--- src/quoted_printable_encoder_assert.svh ---
// Assertion macros for the encoder modules; the back end includes them.
`ifndef QUOTED_PRINTABLE_ENCODER_ASSERT_SVH
`define QUOTED_PRINTABLE_ENCODER_ASSERT_SVH

`ifndef ASSERT_OFF
// Check that a property holds at every rising clock edge outside reset.
`define QPE_ASSERT(lbl, clk, rst_n, prop) \
    lbl: assert property (@(posedge clk) disable iff (!rst_n) (prop)) \
        else $error("%m: assertion failed");
// Check that a condition never comes true outside reset.
`define QPE_ASSERT_NEVER(lbl, clk, rst_n, expr) \
    lbl: assert property (@(posedge clk) disable iff (!rst_n) !(expr)) \
        else $error("%m: forbidden condition seen");
`else
`define QPE_ASSERT(lbl, clk, rst_n, prop)
`define QPE_ASSERT_NEVER(lbl, clk, rst_n, expr)
`endif

`endif

--- src/qpe_pkg.sv ---
// Shared constants, types and helper functions of the Quoted-Printable encoder.
package qpe_pkg;

    localparam logic [7:0] CH_EQ       = 8'h3D;
    localparam logic [7:0] CH_CR       = 8'h0D;
    localparam logic [7:0] CH_LF       = 8'h0A;
    localparam logic [7:0] CH_TAB      = 8'h09;
    localparam logic [7:0] CH_SPACE    = 8'h20;
    localparam logic [7:0] CH_TILDE    = 8'h7E;
    localparam logic [7:0] CH_ZERO     = 8'h30;
    localparam logic [7:0] CH_D        = 8'h44;
    localparam logic [7:0] LIMIT_RESET = 8'd72;
    localparam int         QUEUE_DEPTH = 2;

    // One classified word: up to two units, each with an optional soft break.
    typedef struct packed {
        logic       brk_a;    // soft break before the held-CR unit
        logic       has_a;    // held-CR unit present
        logic       a_lf;     // held CR pairs with LF: emit CR LF
        logic       brk_b;    // soft break before the byte unit
        logic       has_b;    // byte unit present
        logic       plain_b;  // byte passes through literally
        logic [7:0] data;     // source byte
        logic       last;     // final word of the message
    } t_cmd;

    typedef enum logic [1:0] {
        SEG_BRK_A,
        SEG_UNIT_A,
        SEG_BRK_B,
        SEG_UNIT_B
    } t_seg;

    function automatic logic [7:0] hex_digit(input logic [3:0] v);
        logic [7:0] r;
        if (v < 4'd10) begin
            r = 8'h30 + {4'h0, v};
        end else begin
            r = 8'h37 + {4'h0, v};
        end
        return r;
    endfunction

    function automatic logic [7:0] sat_add(input logic [7:0] a, input logic [1:0] v);
        logic [8:0] s;
        s = {1'b0, a} + {7'd0, v};
        return s[8] ? 8'hFF : s[7:0];
    endfunction

endpackage

--- src/qpe_front.sv ---
// Front end: accepts source words, tracks line count and held CR, classifies.
module qpe_front (
    input  logic          i_clk,
    input  logic          i_rst_n,
    input  logic          i_in_valid,
    input  logic [7:0]    i_in_byte,
    input  logic          i_msg_last,
    input  logic          i_line_limit_we,
    input  logic [7:0]    i_line_limit,
    input  logic          i_full,
    output logic          o_push,
    output qpe_pkg::t_cmd o_cmd
);

    logic [7:0] r_line_limit;
    logic [7:0] r_line_count;
    logic       r_cr_pending;
    logic [7:0] n_line_count;
    logic       n_cr_pending;

    logic       accept;
    logic       a_lf;
    logic       brk_a;
    logic       brk_b;
    logic       has_b;
    logic       plain;
    logic [7:0] cnt_a;
    logic [7:0] cnt_mid;
    logic [7:0] cnt_b;
    logic [7:0] cnt_end;

    assign accept = i_in_valid && !i_full;

    always_comb begin
        // Held CR unit first.
        a_lf  = r_cr_pending && (i_in_byte == qpe_pkg::CH_LF);
        brk_a = r_cr_pending && (r_line_count >= r_line_limit);
        cnt_a = brk_a ? 8'd0 : r_line_count;
        if (a_lf) begin
            cnt_mid = 8'd0;
        end else if (r_cr_pending) begin
            cnt_mid = qpe_pkg::sat_add(cnt_a, 2'd3);
        end else begin
            cnt_mid = r_line_count;
        end

        // Then the byte itself, unless it was consumed or is held.
        has_b = !a_lf && !((i_in_byte == qpe_pkg::CH_CR) && !i_msg_last);
        plain = (i_in_byte == qpe_pkg::CH_TAB)
             || ((i_in_byte >= qpe_pkg::CH_SPACE) && (i_in_byte <= qpe_pkg::CH_TILDE)
                 && (i_in_byte != qpe_pkg::CH_EQ));
        brk_b = has_b && (cnt_mid >= r_line_limit);
        cnt_b = brk_b ? 8'd0 : cnt_mid;
        if (has_b) begin
            cnt_end = qpe_pkg::sat_add(cnt_b, plain ? 2'd1 : 2'd3);
        end else begin
            cnt_end = cnt_mid;
        end

        n_line_count = i_msg_last ? 8'd0 : cnt_end;
        n_cr_pending = !a_lf && (i_in_byte == qpe_pkg::CH_CR) && !i_msg_last;

        o_cmd.brk_a   = brk_a;
        o_cmd.has_a   = r_cr_pending;
        o_cmd.a_lf    = a_lf;
        o_cmd.brk_b   = brk_b;
        o_cmd.has_b   = has_b;
        o_cmd.plain_b = plain;
        o_cmd.data    = i_in_byte;
        o_cmd.last    = i_msg_last;

        // A word that only sets the held CR produces nothing.
        o_push = accept && (r_cr_pending || has_b);
    end

    always_ff @(posedge i_clk) begin
        if (!i_rst_n) begin
            r_line_limit <= qpe_pkg::LIMIT_RESET;
            r_line_count <= 8'd0;
            r_cr_pending <= 1'b0;
        end else begin
            if (i_line_limit_we) begin
                r_line_limit <= i_line_limit;
            end
            if (accept) begin
                r_line_count <= n_line_count;
                r_cr_pending <= n_cr_pending;
            end
        end
    end

endmodule

--- src/qpe_fifo.sv ---
// Short command queue between front and back ends.
module qpe_fifo #(
    parameter int DEPTH = qpe_pkg::QUEUE_DEPTH
) (
    input  logic          i_clk,
    input  logic          i_rst_n,
    input  logic          i_push,
    input  qpe_pkg::t_cmd i_cmd,
    input  logic          i_pop,
    output logic          o_full,
    output logic          o_empty,
    output qpe_pkg::t_cmd o_cmd
);

    localparam int PW = (DEPTH > 1) ? $clog2(DEPTH) : 1;
    localparam int CW = $clog2(DEPTH + 1);

    qpe_pkg::t_cmd r_mem [DEPTH];
    logic [PW-1:0] r_wr;
    logic [PW-1:0] r_rd;
    logic [CW-1:0] r_count;
    logic [PW-1:0] n_wr;
    logic [PW-1:0] n_rd;

    assign o_full  = (r_count == CW'(DEPTH));
    assign o_empty = (r_count == '0);
    assign o_cmd   = r_mem[r_rd];

    always_comb begin
        n_wr = (r_wr == PW'(DEPTH - 1)) ? '0 : r_wr + 1'b1;
        n_rd = (r_rd == PW'(DEPTH - 1)) ? '0 : r_rd + 1'b1;
    end

    always_ff @(posedge i_clk) begin
        if (i_push) begin
            r_mem[r_wr] <= i_cmd;
        end
    end

    always_ff @(posedge i_clk) begin
        if (!i_rst_n) begin
            r_wr    <= '0;
            r_rd    <= '0;
            r_count <= '0;
        end else begin
            if (i_push) begin
                r_wr <= n_wr;
            end
            if (i_pop) begin
                r_rd <= n_rd;
            end
            if (i_push && !i_pop) begin
                r_count <= r_count + 1'b1;
            end else if (i_pop && !i_push) begin
                r_count <= r_count - 1'b1;
            end
        end
    end

endmodule

--- src/qpe_back.sv ---
// Back end: expands queued commands into output bytes, one per cycle while the output is not stalled.
`include "quoted_printable_encoder_assert.svh"

module qpe_back (
    input  logic          i_clk,
    input  logic          i_rst_n,
    input  logic          i_empty,
    input  qpe_pkg::t_cmd i_cmd,
    output logic          o_pop,
    output logic          o_out_valid,
    input  logic          i_out_stall,
    output logic [7:0]    o_out_byte,
    output logic          o_run_last,
    output logic          o_msg_end
);

    qpe_pkg::t_cmd r_cmd;
    logic          r_busy;
    logic [3:0]    r_mask;
    logic [1:0]    r_pos;
    logic          r_out_valid;
    logic [7:0]    r_out_byte;
    logic          r_run_last;
    logic          r_msg_end;

    logic          n_busy;
    logic [3:0]    n_mask;
    logic [1:0]    n_pos;

    qpe_pkg::t_seg seg;
    logic [1:0]    seg_idx;
    logic [1:0]    seg_len;
    logic [7:0]    cur_byte;
    logic [3:0]    rest_mask;
    logic          seg_end;
    logic          item_end;
    logic          adv;
    logic          emit;

    always_comb begin
        // Pick the lowest segment still to send.
        if (r_mask[0]) begin
            seg = qpe_pkg::SEG_BRK_A;
        end else if (r_mask[1]) begin
            seg = qpe_pkg::SEG_UNIT_A;
        end else if (r_mask[2]) begin
            seg = qpe_pkg::SEG_BRK_B;
        end else begin
            seg = qpe_pkg::SEG_UNIT_B;
        end
        seg_idx = seg;

        case (seg)
            qpe_pkg::SEG_BRK_A, qpe_pkg::SEG_BRK_B: begin
                seg_len  = 2'd3;
                cur_byte = (r_pos == 2'd0) ? qpe_pkg::CH_EQ :
                           (r_pos == 2'd1) ? qpe_pkg::CH_CR : qpe_pkg::CH_LF;
            end
            qpe_pkg::SEG_UNIT_A: begin
                if (r_cmd.a_lf) begin
                    seg_len  = 2'd2;
                    cur_byte = (r_pos == 2'd0) ? qpe_pkg::CH_CR : qpe_pkg::CH_LF;
                end else begin
                    seg_len  = 2'd3;
                    cur_byte = (r_pos == 2'd0) ? qpe_pkg::CH_EQ :
                               (r_pos == 2'd1) ? qpe_pkg::CH_ZERO : qpe_pkg::CH_D;
                end
            end
            qpe_pkg::SEG_UNIT_B: begin
                if (r_cmd.plain_b) begin
                    seg_len  = 2'd1;
                    cur_byte = r_cmd.data;
                end else begin
                    seg_len  = 2'd3;
                    cur_byte = (r_pos == 2'd0) ? qpe_pkg::CH_EQ :
                               (r_pos == 2'd1) ? qpe_pkg::hex_digit(r_cmd.data[7:4]) :
                                                 qpe_pkg::hex_digit(r_cmd.data[3:0]);
                end
            end
            default: begin
                seg_len  = 2'd1;
                cur_byte = r_cmd.data;
            end
        endcase

        rest_mask          = r_mask;
        rest_mask[seg_idx] = 1'b0;
        seg_end            = (r_pos == seg_len - 2'd1);
        item_end           = seg_end && (rest_mask == 4'd0);

        adv   = !r_out_valid || !i_out_stall;
        emit  = adv && r_busy;
        o_pop = !i_empty && (!r_busy || (emit && item_end));

        n_busy = r_busy;
        n_mask = r_mask;
        n_pos  = r_pos;
        if (o_pop) begin
            n_busy = 1'b1;
            n_mask = {i_cmd.has_b, i_cmd.brk_b, i_cmd.has_a, i_cmd.brk_a};
            n_pos  = 2'd0;
        end else if (emit) begin
            if (seg_end) begin
                n_mask = rest_mask;
                n_pos  = 2'd0;
                n_busy = !item_end;
            end else begin
                n_pos = r_pos + 2'd1;
            end
        end
    end

    always_ff @(posedge i_clk) begin
        if (o_pop) begin
            r_cmd <= i_cmd;
        end
        if (adv) begin
            r_out_byte <= cur_byte;
            r_run_last <= item_end;
            r_msg_end  <= item_end && r_cmd.last;
        end
    end

    always_ff @(posedge i_clk) begin
        if (!i_rst_n) begin
            r_busy      <= 1'b0;
            r_mask      <= 4'd0;
            r_pos       <= 2'd0;
            r_out_valid <= 1'b0;
        end else begin
            r_busy <= n_busy;
            r_mask <= n_mask;
            r_pos  <= n_pos;
            if (adv) begin
                r_out_valid <= emit;
            end
        end
    end

    assign o_out_valid = r_out_valid;
    assign o_out_byte  = r_out_byte;
    assign o_run_last  = r_run_last;
    assign o_msg_end   = r_msg_end;

    `QPE_ASSERT(a_busy_has_work, i_clk, i_rst_n, r_busy |-> (r_mask != 4'd0))
    `QPE_ASSERT(a_pos_in_segment, i_clk, i_rst_n, r_busy |-> (r_pos < seg_len))
    `QPE_ASSERT(a_end_is_run_last, i_clk, i_rst_n, (r_out_valid && r_msg_end) |-> r_run_last)
    `QPE_ASSERT_NEVER(a_no_pop_empty, i_clk, i_rst_n, o_pop && i_empty)

endmodule

--- src/quoted_printable_encoder.sv ---
// Top level of the Quoted-Printable encoder: front end, command queue, back end.
//
//  channel   direction  handshake                  payload
//  input     in         i_in_valid / o_in_stall    i_in_byte, i_msg_last
//  output    out        o_out_valid / i_out_stall  o_out_byte, o_run_last, o_msg_end
//  config    in         i_line_limit_we            i_line_limit
//
// The front end takes one source word per cycle while the queue has room.
// The back end sends one output byte per cycle unless the output stalls: a
// literal byte gives 1 output byte, an escaped byte 3, a soft break adds 3, a
// held CR adds 2 or 3; a word yields 0 to 12 bytes, setting the sustained rate.
// Reset (synchronous, active low) empties queue and output register, drops a
// held CR, clears the line count and sets the line limit to 72.
// A stalled output holds its byte; the front keeps accepting until the
// queue fills, then raises o_in_stall.
module quoted_printable_encoder #(
    parameter int QUEUE_DEPTH = qpe_pkg::QUEUE_DEPTH
) (
    input  logic       i_clk,
    input  logic       i_rst_n,
    input  logic       i_in_valid,
    output logic       o_in_stall,
    input  logic [7:0] i_in_byte,
    input  logic       i_msg_last,
    output logic       o_out_valid,
    input  logic       i_out_stall,
    output logic [7:0] o_out_byte,
    output logic       o_run_last,
    output logic       o_msg_end,
    input  logic       i_line_limit_we,
    input  logic [7:0] i_line_limit
);

    qpe_pkg::t_cmd push_cmd;
    qpe_pkg::t_cmd head_cmd;
    logic          push;
    logic          pop;
    logic          q_full;
    logic          q_empty;

    // Stall the source only when the queue is full; it comes from a register.
    assign o_in_stall = q_full;

    // Classify each word and track line count and held CR.
    qpe_front u_front (
        .i_clk           (i_clk),
        .i_rst_n         (i_rst_n),
        .i_in_valid      (i_in_valid),
        .i_in_byte       (i_in_byte),
        .i_msg_last      (i_msg_last),
        .i_line_limit_we (i_line_limit_we),
        .i_line_limit    (i_line_limit),
        .i_full          (q_full),
        .o_push          (push),
        .o_cmd           (push_cmd)
    );

    // Decouple the two halves so each can stall on its own.
    qpe_fifo #(
        .DEPTH (QUEUE_DEPTH)
    ) u_fifo (
        .i_clk   (i_clk),
        .i_rst_n (i_rst_n),
        .i_push  (push),
        .i_cmd   (push_cmd),
        .i_pop   (pop),
        .o_full  (q_full),
        .o_empty (q_empty),
        .o_cmd   (head_cmd)
    );

    // Expand commands into encoded bytes behind an output register.
    qpe_back u_back (
        .i_clk       (i_clk),
        .i_rst_n     (i_rst_n),
        .i_empty     (q_empty),
        .i_cmd       (head_cmd),
        .o_pop       (pop),
        .o_out_valid (o_out_valid),
        .i_out_stall (i_out_stall),
        .o_out_byte  (o_out_byte),
        .o_run_last  (o_run_last),
        .o_msg_end   (o_msg_end)
    );

endmodule
--- config.mk ---
export PLATFORM = sky130hd
export DESIGN_NAME = quoted_printable_encoder
export DESIGN_NICKNAME = d
export VERILOG_FILES = /design/src/qpe_pkg.sv /design/src/qpe_front.sv /design/src/qpe_fifo.sv /design/src/qpe_back.sv /design/src/quoted_printable_encoder.sv
export VERILOG_INCLUDE_DIRS = /design/src /design/src/src
export SDC_FILE = /design/constraint.sdc
export NUM_CORES = 1
export LEC_CHECK = 0
export BUFFER_PORTS_ARGS = -buffer_cell sky130_fd_sc_hd__clkbuf_2
export CORE_MARGIN = 8
export CORE_UTILIZATION = 48
export CTS_CLUSTER_DIAMETER = 150
export DETAILED_ROUTE_END_ITERATION = 10
export PLACE_DENSITY = 0.66
export SYNTH_ARGS = -nofsm -noshare
export SYNTH_HDL_FRONTEND = slang
export SYNTH_SLANG_ARGS = --single-unit
--- constraint.sdc ---
create_clock -name i_clk -period 6.2 [get_ports i_clk]
set_clock_uncertainty 0.15 [all_clocks]
set_input_delay 0.31 -clock i_clk [delete_from_list [all_inputs] [get_ports i_clk]]
set_output_delay 0.31 -clock i_clk [all_outputs]
set_load 0.02 [all_outputs]
* After elaboration in Yosys (flattened, before gate mapping) *
Memory sizes are Yosys's and may differ from the RTL's. A register that Yosys moved wholly into a read port is not among the register bits.
Cells that the tools add are included.

operators by class
  add/subtract/negate cells = 12
  multipliers = 0
  div/mod/pow operators = 0
  order comparisons = 8
  equal/unequal tests = 10
  shift-type cells = 0
  muxes and demuxes = 44
  bitwise logic cells = 3
  reductions and logical operators = 44

operators by type and width
  operator                                                                             number
  8-bit two-way mux                                                                    16
  6-bit by 4-bit adder with 7-bit output, first input constant                         4
  8-bit by 4-bit == test with 1-bit output, second input constant                      3
  8-bit one-hot mux with 3 select lines                                                1
  1-bit logical AND                                                                    19
  8-bit greater-or-equal comparator                                                    2
  2-bit two-way mux                                                                    7
  1-bit two-way mux                                                                    12
  4-bit two-way mux                                                                    3
  1-bit zero test                                                                      11
  8-bit by 2-bit adder with 9-bit output                                               1
  8-bit by 2-bit adder with 9-bit output, second input constant                        1
  8-bit by 6-bit greater-or-equal comparator with 1-bit output, second input constant  1
  8-bit by 7-bit less-or-equal comparator with 1-bit output, second input constant     1
  4-bit less-than comparator, second input constant                                    2
  8-bit by 6-bit != test with 1-bit output, second input constant                      1
  7-bit two-way mux                                                                    1
  2-bit == test, second input constant                                                 3
  2-bit zero test                                                                      3
  3-bit two-way mux                                                                    2
  2-bit one-hot mux with 3 select lines                                                1
  2-bit nonzero test                                                                   3
  2-bit by 1-bit adder with 2-bit output, second input constant                        2
  4-bit AND                                                                            1
  other kinds (13)                                                                     20

word-level totals
  register bits after elaboration = 50
  latch bits = 0
  bits in writable memories = 30
  ROM bits = 0
  bits of input ports = 22
  output and inout port bits = 12
  memories kept = 1

memory list
  name          depth  width  rd ports  clocked after memory_dff  write ports  line            text
  u_fifo.r_mem  2      15     1         1                         1            qpe_fifo.sv:18  qpe_pkg::t_cmd r_mem [DEPTH];

* Logic depth before layout (Yosys ltp) *
  word-level depth = 17
  gate-level depth with buffers = 28

* Hierarchy *
A second synthesis with hierarchy kept.

second synthesis, totals
  cells, all modules = 456
  area total of the unflattened synthesis = 4,719.5 sq um

modules (own cells, without submodules)
  module     instances  cells an instance  area each (sq um)  sequential area each (sq um)
  qpe_front  1          235                1,855.5            340.3
  qpe_back   1          152                1,562.7            790.8
  qpe_fifo   1          69                 1,301.2            1,001.0

* Worst setup path before layout *
Ideal clock, no wire load.

  path type = reg-to-reg
  from = register u_front.r_line_limit[2]
  to = register u_front.r_line_count[2]
  setup time = 0.076 ns
  arrival = 5.070 ns
  data required time = 5.974 ns
  setup slack = 0.904 ns
  stages on the path, launching flop included = 27
  clock period less this slack = 5.296 ns
  cells stage by stage = dfxtp_1 > inv_1 > ha_1 > a211oi_2 > o21ai_1 > a21o_1 > nand2_1 > nand2_1 > ha_1 > nand4b_2 > o2111ai_1 > a211oi_1 > a311oi_4 > ha_1 > a21oi_1 > o21ai_0 > nand4_1 > a31oi_1 > clkbuf_1 > nor2_1 > inv_1 > fa_1 > nor2b_1 > nand4b_1 > nor4_4 > o221ai_1 > a21boi_0

between the ends
  word-level cells in the longest chain between the ends = 14

ends and longest elaborated chain
  element                                     line             text
  from (decl)                                 qpe_front.sv:15  logic [7:0] r_line_limit;
  from (signal assigned)                      qpe_front.sv:78  r_line_limit <= qpe_pkg::LIMIT_RESET;
  from (signal assigned)                      qpe_front.sv:83  r_line_limit <= i_line_limit;
  8-bit greater-or-equal comparator           qpe_front.sv:37  brk_a = r_cr_pending && (r_line_count >= r_line_limit);
  1-bit logical AND                           qpe_front.sv:37
  8-bit two-way mux                           qpe_front.sv:38  cnt_a = brk_a ? 8'd0 : r_line_count;
  8-bit by 2-bit adder with 9-bit output      qpe_pkg.sv:46    s = {1'b0, a} + {7'd0, v};
  8-bit two-way mux                           qpe_pkg.sv:47    return s[8] ? 8'hFF : s[7:0];
  8-bit two-way mux                           qpe_front.sv:41  end else if (r_cr_pending) begin
  8-bit two-way mux                           qpe_front.sv:39  if (a_lf) begin
  8-bit greater-or-equal comparator (*)       qpe_front.sv:52  brk_b = has_b && (cnt_mid >= r_line_limit);
  1-bit logical AND (*)                       qpe_front.sv:52
  net u_front.brk_b                           qpe_front.sv:24  logic brk_b;
  8-bit two-way mux (*)                       qpe_front.sv:53  cnt_b = brk_b ? 8'd0 : cnt_mid;
  8-bit by 2-bit adder with 9-bit output (*)  qpe_pkg.sv:46
  8-bit two-way mux (*)                       qpe_pkg.sv:47
  8-bit two-way mux (*)                       qpe_front.sv:54  if (has_b) begin
  8-bit two-way mux (*)                       qpe_front.sv:60  n_line_count = i_msg_last ? 8'd0 : cnt_end;
  to (signal assigned)                        qpe_front.sv:86  r_line_count <= n_line_count;
  to (decl)                                   qpe_front.sv:16  logic [7:0] r_line_count;

The timed path passes the listed nets; every way through them passes the cells marked *.
A chain may end at the register's enable or synchronous reset.

* Worst setup path in the final report *
  from = register u_front.r_line_count[0]
  to = register u_front.r_line_count[1]

between the ends
  word-level cells in the longest chain between the ends = 14

ends and longest elaborated chain
  element                                 line
  8-bit greater-or-equal comparator       qpe_front.sv:37
  1-bit logical AND                       qpe_front.sv:37
  8-bit two-way mux                       qpe_front.sv:38
  8-bit by 2-bit adder with 9-bit output  qpe_pkg.sv:46
  8-bit two-way mux                       qpe_pkg.sv:47
  8-bit two-way mux (*)                   qpe_front.sv:41
  8-bit two-way mux (*)                   qpe_front.sv:39
  8-bit greater-or-equal comparator       qpe_front.sv:52
  1-bit logical AND                       qpe_front.sv:52
  8-bit two-way mux                       qpe_front.sv:53
  8-bit by 2-bit adder with 9-bit output  qpe_pkg.sv:46
  8-bit two-way mux                       qpe_pkg.sv:47
  8-bit two-way mux (*)                   qpe_front.sv:54
  8-bit two-way mux (*)                   qpe_front.sv:60

Every way passes the cells marked *; elsewhere a longest branch is shown, timed or not.

==> impl_results.html <==
<table>
<tr><th>Metric</th><th>Value</th></tr>
<tr><th colspan="2">Outcome</th></tr>
<tr><td>Outcome</td><td>finished, final reports clean</td></tr>
<tr><th colspan="2">Detailed routing</th></tr>
<tr><td>DR iter-0 viols</td><td>227</td></tr>
<tr><td>Via count</td><td>3444</td></tr>
<tr><td>Per-cell routed wire length</td><td>15.57 um</td></tr>
<tr><td>Routed Antenna Nets</td><td>0</td></tr>
<tr><td>Routed vias/inst</td><td>5.493</td></tr>
<tr><td>Pre-Repair DR Iteration Count</td><td>5</td></tr>
<tr><td>DRC</td><td>0</td></tr>
<tr><td>Total Wirelength</td><td>9.760 mm</td></tr>
<tr><th colspan="2">STA</th></tr>
<tr><td>Slew at the pin closest to its max-slew limit</td><td>721.5 ps</td></tr>
<tr><td>Maximum frequency from static timing analysis</td><td>0.1757 GHz</td></tr>
<tr><td>Max-slew violation total from the final report</td><td>0</td></tr>
<tr><td>Setup repair after global routing missed its margin</td><td>no</td></tr>
<tr><td>Time the final worst path needs with I/O delays and setup</td><td>5690 ps</td></tr>
<tr><td>Accumulated negative setup slack</td><td>0 ps</td></tr>
<tr><td>Worst slew slack as a fraction of its limit</td><td>0.5153</td></tr>
<tr><td>Final setup viols</td><td>0</td></tr>
<tr><td>Count of endpoints failing hold in the final timing report</td><td>0</td></tr>
<tr><td>Crit share post-route</td><td>0.9178</td></tr>
<tr><th colspan="2">Critical path</th></tr>
<tr><td>Beginning of the critical path</td><td>u_front.r_line_count[0]</td></tr>
<tr><td>Worst-case register-to-register setup slack</td><td>510 ps</td></tr>
<tr><td>Crit-path max cell delay</td><td>460 ps</td></tr>
<tr><td>Maximum fanout encountered on the critical timing path</td><td>7</td></tr>
<tr><td>Worst R2R End</td><td>u_front.r_line_count[1]</td></tr>
<tr><td>Cell mode on critical path</td><td>sky130_fd_sc_hd__ha_1</td></tr>
<tr><td>Worst R2R Start</td><td>u_front.r_line_count[0]</td></tr>
<tr><td>Arr. time, crit path</td><td>5840 ps</td></tr>
<tr><td>Nature of the critical path startpoint</td><td>flip-flop</td></tr>
<tr><td>Crit Path Class</td><td>flip-flop to flip-flop</td></tr>
<tr><td>Slowest-stage cell, CP</td><td>sky130_fd_sc_hd__dfxtp_1</td></tr>
<tr><td>Endpoint class of the critical path</td><td>flip-flop</td></tr>
<tr><td>Worst path required time</td><td>6350 ps</td></tr>
<tr><td>Worst reg-to-reg path cell count</td><td>26</td></tr>
<tr><th colspan="2">Floorplan</th></tr>
<tr><td>Total die area</td><td>12910 sq um</td></tr>
<tr><td>Number of cell rows</td><td>35</td></tr>
<tr><td>Die outline height</td><td>113.6 um</td></tr>
<tr><td>Starting density of the core</td><td>0.4952</td></tr>
<tr><td>Die width</td><td>113.6 um</td></tr>
<tr><td>I/O pin count</td><td>34</td></tr>
<tr><td>Placeable core region</td><td>9240 sq um</td></tr>
<tr><th colspan="2">Global route</th></tr>
<tr><td>Via count of the first global-routing pass</td><td>3348</td></tr>
<tr><td>First-pass GRT wire length</td><td>16.33 mm</td></tr>
<tr><td>Pin count of the biggest net entering global routing</td><td>27</td></tr>
<tr><td>Global-route usage over all layers</td><td>0.1575</td></tr>
<tr><td>GR Layer Usage met1</td><td>0.2043</td></tr>
<tr><td>Met3 layer usage reported by global route</td><td>0.03751</td></tr>
<tr><td>Overflow left after global routing</td><td>0</td></tr>
<tr><td>Number of antenna violations at the first check in global routing</td><td>0</td></tr>
<tr><td>Global routing's busiest layer</td><td>met2</td></tr>
<tr><td>Routing usage on met2</td><td>0.2521</td></tr>
<tr><th colspan="2">Power and ir drop</th></tr>
<tr><td>Worst-case vdd ir drop</td><td>146.6 uV</td></tr>
<tr><td>Reported leakage power</td><td>0.002046 uW</td></tr>
<tr><td>Post-layout total power</td><td>1916 uW</td></tr>
<tr><td>Total power divided by cell area</td><td>375.2 nW/um^2</td></tr>
<tr><th colspan="2">Placed design</th></tr>
<tr><td>HPWL after DPL</td><td>7.235 mm</td></tr>
<tr><td>Final weighted congestion in routability-driven placement</td><td>0.8974</td></tr>
<tr><td>Number of buffer cells added on primary ports</td><td>33</td></tr>
<tr><th colspan="2">Worst hold path</th></tr>
<tr><td>Hold Path Cell Cnt</td><td>3</td></tr>
<tr><td>WHS Endpoint</td><td>u_front.r_line_limit[3]</td></tr>
<tr><td>Worst min-delay path startpoint</td><td>i_line_limit[3]</td></tr>
<tr><td>Classification of the worst-slack hold path</td><td>primary input to flip-flop</td></tr>
<tr><th colspan="2">Yosys</th></tr>
<tr><td>Yosys synthesis warning count</td><td>0</td></tr>
<tr><td>Complex-gate fraction of the synthesized area</td><td>0.1758</td></tr>
<tr><td>Post-Synthesis Cells</td><td>456</td></tr>
<tr><td>Cell type with the largest total area after synthesis</td><td>sky130_fd_sc_hd__edfxtp_1</td></tr>
<tr><td>Share of synthesized cell area in full adder, half adder and majority cells</td><td>0.07219</td></tr>
<tr><td>Dominant combinational cell family by area after synthesis</td><td>compound AO/OA/AOI/OAI gates</td></tr>
<tr><td>Fraction of synthesized cell area taken by the top area cell type</td><td>0.3347</td></tr>
<tr><td>Basic-gate share of the synthesized area counting and, or, nand and nor cells</td><td>0.1693</td></tr>
<tr><td>Share of synthesized area spent on multiplexers</td><td>0.05879</td></tr>
<tr><td>Post-Synthesis Mean Instance Area</td><td>10.03 sq um</td></tr>
<tr><td>EDFF count, synth</td><td>51</td></tr>
<tr><td>Leading cell types by total area after synthesis</td><td>sky130_fd_sc_hd__edfxtp_1 (33%), sky130_fd_sc_hd__dfxtp_1 (13%), sky130_fd_sc_hd__ha_1 (6.6%), sky130_fd_sc_hd__mux2_2 (3.7%), sky130_fd_sc_hd__nand2_1 (3.5%)</td></tr>
<tr><td>Register bit total from synthesis</td><td>81</td></tr>
<tr><td>Xor/xnor cell area share of the yosys netlist</td><td>0.007657</td></tr>
<tr><td>Synth Cell Area</td><td>4576 sq um</td></tr>
<tr><td>Syn_nets</td><td>503</td></tr>
<tr><td>Number of unique standard cell types used by synthesis</td><td>72</td></tr>
<tr><td>Part of the Yosys area used for sequential elements</td><td>0.4660</td></tr>
<tr><td>Ys flop type</td><td>sky130_fd_sc_hd__edfxtp_1</td></tr>
<tr><td>Share of flip-flops with an asynchronous set or reset after synthesis</td><td>0</td></tr>
<tr><th colspan="2">Clocking</th></tr>
<tr><td>CTS tree</td><td>done</td></tr>
<tr><td>Clk Latency, worst-skew pair</td><td>350 ps</td></tr>
<tr><td>Number of sinks on the clock net</td><td>81</td></tr>
<tr><td>H-Tree Level Count</td><td>3</td></tr>
<tr><td>Deepest clock path buffer count</td><td>2</td></tr>
<tr><td>CTS root buf</td><td>sky130_fd_sc_hd__clkbuf_8</td></tr>
<tr><td>Clock buffers created by TritonCTS</td><td>9</td></tr>
<tr><td>Clock Pin Slew Worst Setup and Hold Paths</td><td>90 ps</td></tr>
<tr><th colspan="2">Finish</th></tr>
<tr><td>Area growth from synthesis to layout</td><td>11.59%</td></tr>
<tr><td>Fraction of final layout cells sized beyond drive strength 1</td><td>0.1787</td></tr>
<tr><td>Number of nets in the finished design</td><td>540</td></tr>
<tr><td>Most common cell after layout, fill and taps aside</td><td>sky130_fd_sc_hd__edfxtp_1</td></tr>
<tr><td>Fillcell total</td><td>811</td></tr>
<tr><td>Antenna Cells</td><td>0</td></tr>
<tr><td>Commonest non-fill, non-tap cells in the layout</td><td>sky130_fd_sc_hd__edfxtp_1 (51), sky130_fd_sc_hd__nand2_1 (43), sky130_fd_sc_hd__inv_1 (33), sky130_fd_sc_hd__nor2_1 (33), sky130_fd_sc_hd__clkbuf_2 (33)</td></tr>
<tr><th colspan="2">Flow run</th></tr>
<tr><td>Maxcap violations</td><td>0</td></tr>
</table>
[logic make-up (layout without fill, tap and decap cells)]
kind of cell / Yosys count / after routing
xor+xnor: 4 / 4
mux: 25 / 25
compound gates: 118 / 118
simple gates: 148 / 148
buf+inv: 54 / 96
fa+ha+maj: 26 / 26
flops: 81 / 81
[synthesized netlist by cell type (4+ instances only)]
library cell,number
sky130_fd_sc_hd__a21boi_0,6
sky130_fd_sc_hd__a21oi_1,27
sky130_fd_sc_hd__a31oi_1,7
sky130_fd_sc_hd__and2_1,8
sky130_fd_sc_hd__clkbuf_1,13
sky130_fd_sc_hd__dfxtp_1,30
sky130_fd_sc_hd__edfxtp_1,51
sky130_fd_sc_hd__ha_1,24
sky130_fd_sc_hd__inv_1,33
sky130_fd_sc_hd__mux2_2,15
sky130_fd_sc_hd__mux2i_1,10
sky130_fd_sc_hd__nand2_1,43
sky130_fd_sc_hd__nand2b_1,4
sky130_fd_sc_hd__nand3_1,11
sky130_fd_sc_hd__nor2_1,33
sky130_fd_sc_hd__nor2b_1,13
sky130_fd_sc_hd__nor3_1,14
sky130_fd_sc_hd__o211ai_1,9
sky130_fd_sc_hd__o21a_1,5
sky130_fd_sc_hd__o21ai_0,21
sky130_fd_sc_hd__o21ai_1,4
[where the power goes]
part / internal (uW) / switching (uW) / leakage [uW]
Clock: 194 / 216 / 0.000103
Combinational: 280 / 380 / 0.00121
Sequential: 740 / 106 / 0.000733
[cell type report]
type                    count  area (sq um)  share of cell area
inverters                  35         131.4             0.02573
well taps                 129         161.4             0.03161
clock buffers               9         123.9             0.02426
clock inverters             7         83.83             0.01642
repair buffers             45         255.2             0.04999
flip-flops and latches     81          2132              0.4175
multi-input cells         321          2218              0.4345
[sequential cells by signal, summed over array words and instances (netlist names), named ones only]
name / cells
u_fifo.r_mem: 30
u_back.r_cmd: 11
u_back.o_out_byte: 8
u_front.r_line_count: 8
u_front.r_line_limit: 8
u_back.r_mask: 4
u_back.r_pos: 2
u_fifo.r_count: 2
u_back.o_msg_end: 1
u_back.o_out_valid: 1
u_back.o_run_last: 1
u_back.r_busy: 1
u_fifo.r_rd: 1
u_fifo.r_wr: 1
u_front.r_cr_pending: 1
[critical path, delay by kind of cell, from the launching register on]
kind | cells | cell delay, ps
DFF | 1 | 460
AOI/OAI and AO/OA | 9 | 1600
adders and majority gates | 4 | 1290
and+or+nand+nor | 10 | 1750
buffers and inverters | 3 | 360
[stage by stage]
step,instance area (sq um),util,hold slack (ps),setup WS [ps],std cells
3_5_place_dp,4883,0.5285,358.9,488.7,609
4_1_cts,5091,0.5510,2.435,478.3,625
3_3_place_gp,4883,0.5285,341.9,580.5,609
6_report,5106,0.5526,20.24,509.7,627
5_1_grt,5106,0.5526,20.59,2.534,627
2_1_floorplan,4576,-,258.9,903.9,456
[repair_timing]
item                       in CTS  in global routing
buffers inserted                0                  2
hold buffers                    0                  0
setup endpoints to repair       0                  2
resized for setup               0                  1
[metal layers]
metal / part of all wire / wire length (um)
met3: 0.049 / 474
met4: 0.011 / 104
met1: 0.47 / 4605
met2: 0.47 / 4577
met5: 0 / 0
[worst max path at each step]
| stage | to | slack, ps | depth (start not counted) |
|---|---|---|---|
| after floorplan | u_front.r_line_count[2] | 900 | 26 |
| after global placement | u_front.r_line_count[2] | 580 | 25 |
| after detailed placement | u_front.r_line_count[2] | 490 | 25 |
| after CTS | u_front.r_line_count[2] | 480 | 25 |
| after global routing | u_front.r_line_count[0] | 3 | 28 |
| final | u_front.r_line_count[1] | 510 | 26 |
(Power assumes the default switching activity.)
